$ cat src/rtl/core/retransmission_queue_engine_macros.svh
// Assertion macros for the retransmission queue engine.
`ifndef RETRANSMISSION_QUEUE_ENGINE_MACROS_SVH
`define RETRANSMISSION_QUEUE_ENGINE_MACROS_SVH

// Same-cycle implication, checked outside reset.
`define RQE_ASSERT_NOW(label, ante, cons, msg) \
    label: assert property (@(posedge clk) disable iff (!rst_n) (ante) |-> (cons)) \
        else $error(msg);

// Next-cycle implication, checked outside reset.
`define RQE_ASSERT_NEXT(label, ante, cons, msg) \
    label: assert property (@(posedge clk) disable iff (!rst_n) (ante) |=> (cons)) \
        else $error(msg);

`endif

$ cat src/rtl/core/rqe_pkg.sv
// Shared types and constants of the retransmission queue engine.
`default_nettype none
package rqe_pkg;

    localparam int QUEUE_DEPTH = 32;
    localparam int IDX_W       = $clog2(QUEUE_DEPTH);
    localparam int CNT_W       = $clog2(QUEUE_DEPTH + 1);
    localparam int ENTRIES_W   = 6;

    localparam logic [2:0] ACT_PUSH  = 3'd0;
    localparam logic [2:0] ACT_ACK   = 3'd1;
    localparam logic [2:0] ACT_NACK  = 3'd2;
    localparam logic [2:0] ACT_SCAN  = 3'd3;
    localparam logic [2:0] ACT_QUERY = 3'd4;

    localparam logic [3:0] KIND_PUSHED    = 4'd0;
    localparam logic [3:0] KIND_DUP       = 4'd1;
    localparam logic [3:0] KIND_FULL      = 4'd2;
    localparam logic [3:0] KIND_RESEND    = 4'd3;
    localparam logic [3:0] KIND_DROPPED   = 4'd4;
    localparam logic [3:0] KIND_ACK_DONE  = 4'd5;
    localparam logic [3:0] KIND_WALK_DONE = 4'd6;
    localparam logic [3:0] KIND_STAMP     = 4'd7;
    localparam logic [3:0] KIND_NOT_FOUND = 4'd8;
    localparam logic [3:0] KIND_RETRIED   = 4'd9;

    localparam logic [1:0] CFG_RETRANSMIT_LIMIT = 2'd0;
    localparam logic [1:0] CFG_MAX_WAIT         = 2'd1;

    localparam logic [7:0]  LIMIT_RESET    = 8'd3;
    localparam logic [23:0] MAX_WAIT_RESET = 24'd60000;
    localparam logic [7:0]  RETRY_MAX      = 8'hFF;

    typedef struct packed {
        logic [31:0] seq;
        logic [15:0] handle;
        logic [31:0] stamp;
        logic [7:0]  retries;
    } entry_t;

    typedef enum logic [1:0] {
        TBL_NONE,
        TBL_INSERT,
        TBL_REMOVE,
        TBL_SET_RETRY
    } tbl_op_t;

    typedef struct packed {
        tbl_op_t          op;
        logic [IDX_W-1:0] idx;
        entry_t           entry;
    } tbl_cmd_t;

    typedef enum logic [3:0] {
        ST_IDLE,
        ST_PUSH,
        ST_PUSH_END,
        ST_ACK,
        ST_NACK_START,
        ST_NACK,
        ST_SCAN_RD,
        ST_SCAN_M2,
        ST_SCAN_EV,
        ST_QUERY,
        ST_FIN
    } state_t;

endpackage
`default_nettype wire

$ cat src/rtl/core/rqe_mul.sv
// Shared 17x16 multiplier with registered product for the backoff wait.
`default_nettype none
module rqe_mul
    import rqe_pkg::*;
(
    input  wire logic        clk,
    input  wire logic [16:0] a,
    input  wire logic [15:0] b,
    output logic      [32:0] prod_reg
);

    always_ff @(posedge clk)
    begin
        prod_reg <= 33'(a) * 33'(b);
    end

endmodule
`default_nettype wire

$ cat config.mk
export PLATFORM = sky130hd
export DESIGN_NAME = rqe_mul
export DESIGN_NICKNAME = d
export VERILOG_FILES = /design/src/rtl/core/retransmission_queue_engine_macros.svh /design/src/rtl/core/rqe_pkg.sv /design/src/rtl/core/rqe_mul.sv
export SDC_FILE = /design/constraint.sdc
export NUM_CORES = 1
export LEC_CHECK = 0
export ABC_AREA = 0
export ABC_CLOCK_PERIOD_IN_PS = 14000
export BUFFER_PORTS_ARGS = -buffer_cell sky130_fd_sc_hd__buf_2
export CAP_MARGIN = 10
export CORE_MARGIN = 5
export CORE_UTILIZATION = 55
export CTS_CLUSTER_SIZE = 40
export DETAILED_ROUTE_END_ITERATION = 6
export PLACE_DENSITY = 0.74
export SLEW_MARGIN = 5
export SYNTH_ARGS = -nofsm -noshare
export SYNTH_HDL_FRONTEND = slang
export SYNTH_SLANG_ARGS = --single-unit
$ cat constraint.sdc
create_clock -name clk -period 14 [get_ports clk]
set_clock_uncertainty 0.1 [all_clocks]
set_input_delay 2.1 -clock clk [delete_from_list [all_inputs] [get_ports clk]]
set_output_delay 2.1 -clock clk [all_outputs]
set_load 0.03 [all_outputs]
* Word-level counts from Yosys, hierarchy flattened *
Index checks and enable logic that the tools add are counted.

word-level totals
  register bits = 33
  input port bits = 34
  word-level logic and storage cells = 2

operators by class
  multiply operators = 1

operators with widths
  cell            number
  $mul 17x16->33  1

* Longest topological paths before layout *
Gate-level depths: netlist (run 1).

  word-level depth = 1
  mapped depth = 24
  depth with buffers taken out = 22

* Least setup slack after synthesis (run 1) *
No wires, ideal clock.

  path kind = input to register
  from = input a[7]
  to = register prod_reg[32]
  setup time = 0.078 ns
  arrival time = 7.196 ns
  path slack = 6.626 ns
  stages on the path = 22
  path buffers = 2
  path through = clkbuf_1 nand2_1 fa_1 inv_1 fa_1 inv_1 fa_1 inv_1 fa_1 fa_1 inv_1 fa_1 inv_1 ha_1 clkbuf_2 nand4_1 a2111oi_2 nor4_2 o21ai_1 a211oi_1 a41o_1 nor3_1

on the way
  longest elaborated chain between the ends = 1

RTL lines
  item                    line           text
  start: declaration      rqe_mul.sv:7   input wire logic [16:0] a,
  $mul 17x16->33          rqe_mul.sv:14  prod_reg <= 33'(a) * 33'(b);
  end signal: assignment  rqe_mul.sv:14
  end: declaration        rqe_mul.sv:9   output logic [32:0] prod_reg

No other way between the ends.

* Worst setup path after layout (run 1) *
Ends and elaborated chain as after synthesis.

==> impl_metrics.yaml, run 1 <==
sta:
  clock.fmax_ghz: 0.129
  finalCritPeriodShare_pct: 55.4
  setup-tns-final_ps: 0
  relative_slew_slack_pct: 62.9
  fin_hold_ws_ps: 2150
  hold_viol: 0
  worst_slew_pin_slew_ps: 555
  final_period_minus_worst_setup_slack_ps: 7760
  layout_setup_ws_ps: 6240
  grt_setup_unrepaired: "false"
  timing.final.max_slew_violations: 0
  finalSetupViolations: 0
global_route:
  grt_residual_overflow: 0
  grt_pass1_wl_mm: 37.5
  grt_start_max_net_pins: 18
  grt_usage_pct: 23.0
  number_of_antenna_violations_at_the_first_check_in_global_routing: 0
  via_count_of_the_first_global_routing_pass: 7822
detailed_routing:
  num_vias: 7225
  drc: 0
  number_of_drc_markers_after_the_initial_detailed_route_iteration: 308
  wirelength_mm: 22.0
  drt_pre_antenna_iters: 5
  drt-wirelength-per-cell_um: 16.6
  via_per_inst: 5.45
  final_antenna_net_count: 0
critical_path:
  cp.arrival_ps: 7860
  cp_class: "in -> reg"
  critPathLaunchType: "primary input"
  worst-path-max-fanout: 16
  crit_path_end_kind: "flip-flop"
  crit_required_ps: 14100
final_layout:
  growth_of_design_area_from_synthesis_to_finish_pct: 6.28
  diodes: 0
  n_fill_cell: 1550
  number_of_flip_flops_under_the_largest_register_name: 33
  drive_above_1_share_pct: 8.00
  fin_nets: 1446
die:
  placementRows: 48
  die_x_um: 143
  die_h_um: 143
  dieArea_sq_um: 20300
  core_area_sq_um: 17300
  pin_count: 67
  floorplan.initialDensity_pct: 56.0
min_path:
  min-delay-start: "b[0]"
  hold-path-endpoint: "prod_reg[0]$_DFF_P_"
  worst_hold_path.num_cells: 2
  hold_path_class: "in -> reg"
synth:
  syn_inst_count: 1068
  yosys_register_bits: 33
  netlist_area_before_placement_sq_um: 9680
  synth_compound_gate_area_share_pct: 5.95
  synth_fa_ha_area_share_pct: 56.6
  synth_largest_type_area_fraction_pct: 43.0
  yosys.area.top_type: "fa_1"
  post_synth_mux_area_share_pct: 0
  syn-mean-instance-area_sq_um: 9.06
  netlist-cell-type-count: 49
  yosys_warnings: 0
  sequential_element_share_of_the_synthesized_area_pct: 6.83
  synth-edff-count: 0
  synth-xor-area-share_pct: 2.62
  dominantRegCellSynth: "dfxtp_1"
  mappedNetlistNets: 1415
  async_flop_share_pct: 0
  synth_simple_gate_area_share_pct: 17.3
  synth.top_cells.by_area: "fa_1, ha_1, inv_1"
  combinational_family_with_the_most_area_after_synthesis: "adder cells"
clock_tree:
  cts_tree: "yes"
  clk_root_buffer_cell: "clkbuf_16"
  cts-root-to-sink-buffers: 2
  cts.hold.buffers_added: 0
  tritoncts_num_sinks: 33
  cts-buffers-inserted: 5
  cts_htree_levels: 2
  clkSlewWorstSetupHoldPaths_ps: 50
  cts_setup_buffers: 0
  post_cts_resized: 0
place:
  dp_worst_setup_slack_ps: 6000
  detailedPlacementHpwl_mm: 18.0
  gp_congestion: 0.859
  place.port_buffers: 66
job:
  cap_viol_max_count: 0
status:
  outcome: "finished, final reports clean"
stage by stage:
step           instances  instance area, sq um  util, %
6_report            1325                 10300     59.5
4_1_cts             1325                 10300     59.5
2_1_floorplan       1068                  9680        -
5_1_grt             1325                 10300     59.5
3_5_place_dp        1317                 10100     58.6
3_3_place_gp        1317                 10100     58.6
worst max-delay path: stages:
cell and delay (ps):
buf_2 320, nand2_1 140, fa_1 540, inv_1 60
fa_1 500, inv_1 50, fa_1 540, inv_1 50
fa_1 450, fa_1 490, inv_1 50, fa_1 480
inv_1 40, ha_1 410, nand4_1 190, a2111oi_2 470
nor4_2 120, o21ai_1 310, a211oi_1 130, a41o_1 210
nor3_1 190
cells in the mapped netlist, types with 6 or more instances:
cell type / number
inv_1: 233
fa_1: 208
nand2_1: 165
and2_1: 130
ha_1: 105
clkbuf_1: 39
dfxtp_1: 33
a21oi_1: 25
xor2_1: 15
xnor2_1: 14
nor2_1: 13
a21o_1: 11
o21ai_0: 11
nand4_1: 6
cells in the final DEF, fill, tap and decap left out, types with 2 or more instances in the layout:
master,netlist,final
nand2b_1,2,2
o22ai_1,2,2
buf_2,2,66
and2_1,130,130
ha_1,105,105
clkbuf_16,0,5
a311oi_2,2,2
o21a_1,4,4
o211ai_1,3,3
and3_1,4,4
nor2_1,13,13
xnor2_1,14,14
clkbuf_8,0,2
fa_1,208,208
a21o_1,11,11
nor2b_1,3,3
o21ai_1,2,2
nand2_1,165,165
nor3_1,2,2
a211oi_1,3,3
nand3_1,4,4
a31oi_1,4,4
o21ai_0,11,11
nand4_1,6,6
inv_1,233,233
xor2_1,15,15
a21oi_1,25,25
nand3_2,2,2
dfxtp_1,33,33
area by class of cell:
type                            instances  area [sq um]  area share, %
Tap cell                              225           282           2.74
Inverter                              233           875           8.50
Clock inverter                          1          5.00         0.0487
Multi-Input combinational cell        760          7980           77.6
Sequential cell                        33           661           6.42
Clock buffer                            7           153           1.48
Timing Repair Buffer                   66           330           3.21
how the worst max path moves through the flow:
| stage | start | end | cells past startpoint |
|---|---|---|---|
| final | a[7] | prod_reg[32]$_DFF_P_ | 21 |
| after global routing | a[7] | prod_reg[32]$_DFF_P_ | 21 |
| after CTS | a[7] | prod_reg[32]$_DFF_P_ | 21 |
| after detailed placement | a[7] | prod_reg[32]$_DFF_P_ | 21 |
| after global placement | a[7] | prod_reg[32]$_DFF_P_ | 21 |
| after floorplan | a[7] | prod_reg[32]$_DFF_P_ | 22 |
cell families after synthesis:
logic type	Yosys count
AND/OR/NAND/NOR	337
adder cells (fa/ha/maj)	313
buffers and inverters	275
AO/OA/AOI/OAI	81
flip-flops	33
XOR/XNOR	29
per-layer routing:
metal	vias up	track usage [%]	part of all wire (%)
met5	-	0	0
met4	0	8.65	4.3
met3	62	3.01	5.9
met2	264	41.0	51
met1	3655	28.5	39
li1	3244	-	-
Power of run 1 is left out: the tool's default activity adds up to more than one toggle a clock period on the data nets, which glitch-free logic cannot reach.
==> run 2: changes to the inputs <==
Settings changed: ABC_AREA 0 to 1, ABC_CLOCK_PERIOD_IN_PS 14000 to 7800, PLACE_DENSITY 0.74 to 0.73.
Clock period 14 ns to 7.8 ns, I/O delays scaled along.
==> run 2 against run 1 <==
Against the previous run: critical path type unchanged; critical path depth up 1; via count up 17%; worst hold slack worse by 960 ps; core utilization down 0.31 points; sequential share of layout area down 0.49 points.
==> impl_metrics.yaml, run 2 <==
sta:
  clock.fmax_ghz: 0.165
  finalCritPeriodShare_pct: 77.6
  finalSetupViolations: 0
  worst_slew_pin_slew_ps: 480
  final_period_minus_worst_setup_slack_ps: 6050
  hold_viol: 0
  setup-tns-final_ps: 0
  grt_setup_unrepaired: "false"
  relative_slew_slack_pct: 68.0
  timing.final.max_slew_violations: 0
critical_path:
  crit_required_ps: 7880
  crit_path_end_kind: "flip-flop"
  worst-path-max-fanout: 16
  critical_path.cell_chain: "buf_2, nand2_1, fa_1, fa_1, fa_1, inv_1, fa_1, fa_1, inv_1, fa_1, inv_1, ha_1, nand2_1, inv_1, nand2_1, inv_1, a21oi_1, nand2_2, nand2_1, nand2_1, nand2_1, nand2_1"
  cp_slowest_stage_delay_ps: 540
  cp_top_family: "adder cells"
  cp_class: "in -> reg"
  critPathLaunchType: "primary input"
  worstPathBufferInverterCount: 6
  cpMostUsedCell: "nand2_1"
  cell_with_the_biggest_individual_delay_on_the_critical_path: "fa_1"
  cp.arrival_ps: 6140
detailed_routing:
  drt_pre_antenna_iters: 5
  final_antenna_net_count: 0
  number_of_drc_markers_after_the_initial_detailed_route_iteration: 508
  wirelength_mm: 24.7
  num_vias: 8484
  drc: 0
  drt-wirelength-per-cell_um: 14.4
  via_per_inst: 4.93
place:
  placed_cells_incl_taps: 1713
  detailedPlacementHpwl_mm: 20.7
  place.port_buffers: 66
  gp_congestion: 0.885
final_layout:
  n_fill_cell: 1726
  finish.utilization_pct: 59.2
  seqCellArea_sq_um: 661
  multi_input_comb_area_sq_um: 7970
  drive_above_1_share_pct: 6.71
  growth_of_design_area_from_synthesis_to_finish_pct: 5.50
  fin_nets: 1807
  final_common_cell: "nand2_1"
  diodes: 0
  number_of_flip_flops_under_the_largest_register_name: 33
  final_cell_count_no_fill: 1721
  mostFrequentLayoutCells: "nand2_1, inv_1, fa_1, ha_1, buf_2"
synth:
  synth-edff-count: 0
  yosys_warnings: 0
  netlist_area_before_placement_sq_um: 10600
  sequential_element_share_of_the_synthesized_area_pct: 6.26
  netlist-cell-type-count: 24
  synth.top_cells.by_area: "fa_1, nand2_1, inv_1"
  dominantRegCellSynth: "dfxtp_1"
  mappedNetlistNets: 1800
  yosys.area.top_type: "fa_1"
  synth_most_common_cell: "nand2_1"
  async_flop_share_pct: 0
  synth.cells.most_frequent: "nand2_1, inv_1, fa_1, ha_1, clkbuf_1"
  yosys_register_bits: 33
  syn_inst_count: 1453
  synth_largest_type_area_fraction_pct: 39.4
  syn-mean-instance-area_sq_um: 7.27
clock_tree:
  cts-root-to-sink-buffers: 2
  cts_tree: "yes"
  cts-buffers-inserted: 5
  tritoncts_num_sinks: 33
  clkSlewWorstSetupHoldPaths_ps: 60
  cts_htree_levels: 2
  clk_root_buffer_cell: "clkbuf_16"
  cts.hold.buffers_added: 0
  cts_setup_buffers: 0
  post_cts_resized: 0
die:
  die_x_um: 149
  core_area_sq_um: 18800
  floorplan.initialDensity_pct: 56.1
  pin_count: 67
  placementRows: 50
  dieArea_sq_um: 22100
  die_h_um: 149
min_path:
  hold-path-endpoint: "prod_reg[0]$_DFF_P_"
  min-delay-start: "a[0]"
  hold_path_class: "in -> reg"
  worst_hold_path.num_cells: 3
global_route:
  grt_residual_overflow: 0
  grt_start_max_net_pins: 18
  grt_usage_pct: 23.7
  grt_pass1_wl_mm: 42.5
  via_count_of_the_first_global_routing_pass: 8817
  number_of_antenna_violations_at_the_first_check_in_global_routing: 0
status:
  outcome: "finished, final reports clean"
job:
  cap_viol_max_count: 0
-- run 2: cell types whose count changed after synthesis, moves of 10 or more --
cell	previous run	this run
a21o_1	11	1
and2_1	130	1
clkbuf_1	39	63
inv_1	233	446
nand2_1	165	455
nand2_2	1	11
nand3_1	4	25
nor2_1	13	38
xnor2_1	14	2
-- run 2: cell families after synthesis --
kind of cell	count (synthesis)	share of synthesized area, %
AO/OA/AOI/OAI	26	1.35
XOR/XNOR	18	1.49
adder cells (fa/ha/maj)	313	51.9
buffers and inverters	515	18.3
flip-flops	33	6.26
AND/OR/NAND/NOR	548	20.7
-- run 2: cell type report --
| cell class | count | area share [%] |
|---|---|---|
| Multi-Input combinational cell | 905 | 71.5 |
| Inverter | 449 | 15.1 |
| Sequential cell | 33 | 5.93 |
| Timing Repair Buffer | 66 | 2.96 |
| Tap cell | 260 | 2.92 |
| Clock buffer | 7 | 1.28 |
| Clock inverter | 1 | 0.270 |
-- run 2: worst max path at each step --
stage / start / end / slack (ps) / depth (start not counted)
finish: a[9] / prod_reg[32]$_DFF_P_ / 1750 / 22
global route: a[9] / prod_reg[30]$_DFF_P_ / 1450 / 20
CTS: b[7] / prod_reg[31]$_DFF_P_ / 1770 / 22
detailed placement: a[7] / prod_reg[31]$_DFF_P_ / 1480 / 22
global placement: b[7] / prod_reg[24]$_DFF_P_ / 1520 / 24
floorplan: a[7] / prod_reg[31]$_DFF_P_ / 1640 / 23
-- run 2: worst min-delay path, delay by kind of cell --
kind          cells  cell delay [ps]
buf+inv           2              260
simple gates      1              110
-- run 2: through the flow --
step           hold WS (ps)  worst slack, ps  area [sq um]
3_3_place_gp           1480             1520         11000
2_1_floorplan          1360             1640         10600
3_5_place_dp           1480             1480         11000
6_report               1190             1750         11100
4_1_cts                1180             1770         11100
5_1_grt                1190             1450         11100
-- run 2: routing by layer --
| layer | GRT usage, % | part of all wire, % |
|---|---|---|
| met5 | 0 | 0 |
| met4 | 5.13 | 1.8 |
| met3 | 3.08 | 6.0 |
| met2 | 40.6 | 50 |
| met1 | 32.3 | 42 |
Power of run 2 is left out for the same reason.
==> run 3: changes to the inputs <==
Settings changed: ABC_CLOCK_PERIOD_IN_PS 7800 to 4900, PLACE_DENSITY 0.73 to 0.76.
Clock period 7.8 ns to 4.9 ns, I/O delays scaled along.
==> run 3 against run 2 <==
Against the previous run: the run now ends with negative setup slack left; largest cell class unchanged; cell area grew 24%; highest routed layer unchanged; critical path depth is the same; critical path type unchanged; first-iteration DRC count grew 4.1%.
==> impl_metrics.yaml, run 3 (synthesis gave the netlist of run 2 again) <==
place:
  detailedPlacementHpwl_mm: 22.8
  gp_congestion: 0.924
  place.port_buffers: 66
  dp_worst_setup_slack_ps: -822
global_route:
  via_count_of_the_first_global_routing_pass: 10300
  number_of_antenna_violations_at_the_first_check_in_global_routing: 0
  grt_pass1_wl_mm: 48.2
  grt_residual_overflow: 0
  grt_start_max_net_pins: 18
  grt_usage_pct: 27.1
detailed_routing:
  drt_pre_antenna_iters: 6
  drc: 0
  highest_layer: "met4"
  num_vias: 9309
  wirelength_mm: 29.7
  number_of_drc_markers_after_the_initial_detailed_route_iteration: 529
  drt-met1-wl_mm: 11.0
  drt-wirelength-per-cell_um: 16.0
  via_per_inst: 5.00
  final_antenna_net_count: 0
  met3WireLength_mm: 1.64
  detailroute.wirelength.met2_mm: 15.7
status:
  outcome: "finished, violations left"
  violated_checks: "negative setup slack"
final_layout:
  fin_nets: 1949
  number_of_flip_flops_under_the_largest_register_name: 33
  mostFrequentLayoutCells: "inv_1, nand2_1, fa_1, buf_4, ha_1"
  diodes: 0
  final_common_cell: "inv_1"
  growth_of_design_area_from_synthesis_to_finish_pct: 31.1
  drive_above_1_share_pct: 28.4
  n_fill_cell: 1366
die:
  placementRows: 50
  floorplan.initialDensity_pct: 56.1
  die_x_um: 149
  core_area_sq_um: 18800
  die_h_um: 149
  dieArea_sq_um: 22100
  pin_count: 67
critical_path:
  worst-path-max-fanout: 6
  cp_class: "in -> reg"
  cpMostUsedCell: "fa_1"
  cell_with_the_biggest_individual_delay_on_the_critical_path: "fa_1"
  cp_slowest_stage_delay_ps: 520
  cp.arrival_ps: 5370
  crit_required_ps: 5000
  critical_path.cell_chain: "buf_12, buf_12, nand2_4, fa_1, inv_1, fa_1, inv_1, fa_1, inv_2, fa_1, fa_1, inv_2, fa_1, inv_2, ha_4, nand2_4, inv_6, nand2_4, nor3_4, nand2_1, nand2_2, xor2_2"
  critPathLaunchType: "primary input"
  crit_path_end_kind: "flip-flop"
clock_tree:
  cts_tree: "yes"
  cts_htree_levels: 2
  clkSlewWorstSetupHoldPaths_ps: 50
  cts-buffers-inserted: 5
  clk_root_buffer_cell: "clkbuf_16"
  cts-root-to-sink-buffers: 2
  tritoncts_num_sinks: 33
sta:
  relative_slew_slack_pct: 76.8
  grt_setup_unrepaired: "true"
  clock.fmax_ghz: 0.190
  timing.final.max_slew_violations: 0
  hold_viol: 0
  finalSetupViolations: 22
  layout_setup_ws_ps: -364
  finalCritPeriodShare_pct: 107
  worst_slew_pin_slew_ps: 348
  final_period_minus_worst_setup_slack_ps: 5260
min_path:
  hold_path_class: "in -> reg"
job:
  cap_viol_max_count: 0
-- run 3: cell types whose count changed in the layout (fill, tap and decap cells not counted), sizes merged --
cell and delta:
bufinv -1, clkinv +2, clkbuf +5, buf +135
bufbuf +1
-- run 3: final timing paths --
check	start	endpoint	slack, ps	cells after the start
max	b[7]	prod_reg[18]$_DFF_P_	-360	22
min	b[0]	prod_reg[0]$_DFF_P_	750	3
-- run 3: metal layers --
layer | GRT usage [%] | vias to the layer above
met2 | 49.7 | 337
met4 | 10.9 | 0
li1 | - | 4341
met1 | 30.9 | 4519
met3 | 5.15 | 112
met5 | 0 | -
-- run 3: layout make-up --
class / count / area, sq um / share of cell area (%)
timing repair buffer: 208 / 1950 / 14.1
sequential: 33 / 661 / 4.77
inverter: 449 / 1710 / 12.3
clock buffer: 6 / 129 / 0.931
tap: 260 / 325 / 2.35
clock inverter: 2 / 10.0 / 0.0723
multi-input combinational: 905 / 9070 / 65.5
-- run 3: per-stage QoR --
step                util, %  hold slack (ps)  TNS [ps]  instances  instance area (sq um)
finish                 73.5              751     -5540       1863                  13800
global route           73.5              786     -8840       1863                  13800
CTS                    70.0              762     -5740       1851                  13200
detailed placement     64.6             1060    -17520       1831                  12200
global placement       64.6             1020    -16010       1831                  12200
floorplan                 -              923     -6960       1453                  11200
-- run 3: timing repair --
item	4_1_cts	5_1_grt
gates cloned	3	3
setup endpoints to repair	24	24
hold buffers	0	0
resized for setup	176	162
pin swaps	78	84
setup buffers	9	9
-- run 3: critical path, delay by kind of cell --
| family | cells | cell delay (ps) |
|---|---|---|
| XOR/XNOR | 1 | 160 |
| adder cells (fa/ha/maj) | 7 | 3310 |
| buffers and inverters | 8 | 560 |
| AND/OR/NAND/NOR | 6 | 600 |
Power of run 3 is left out for the same reason.
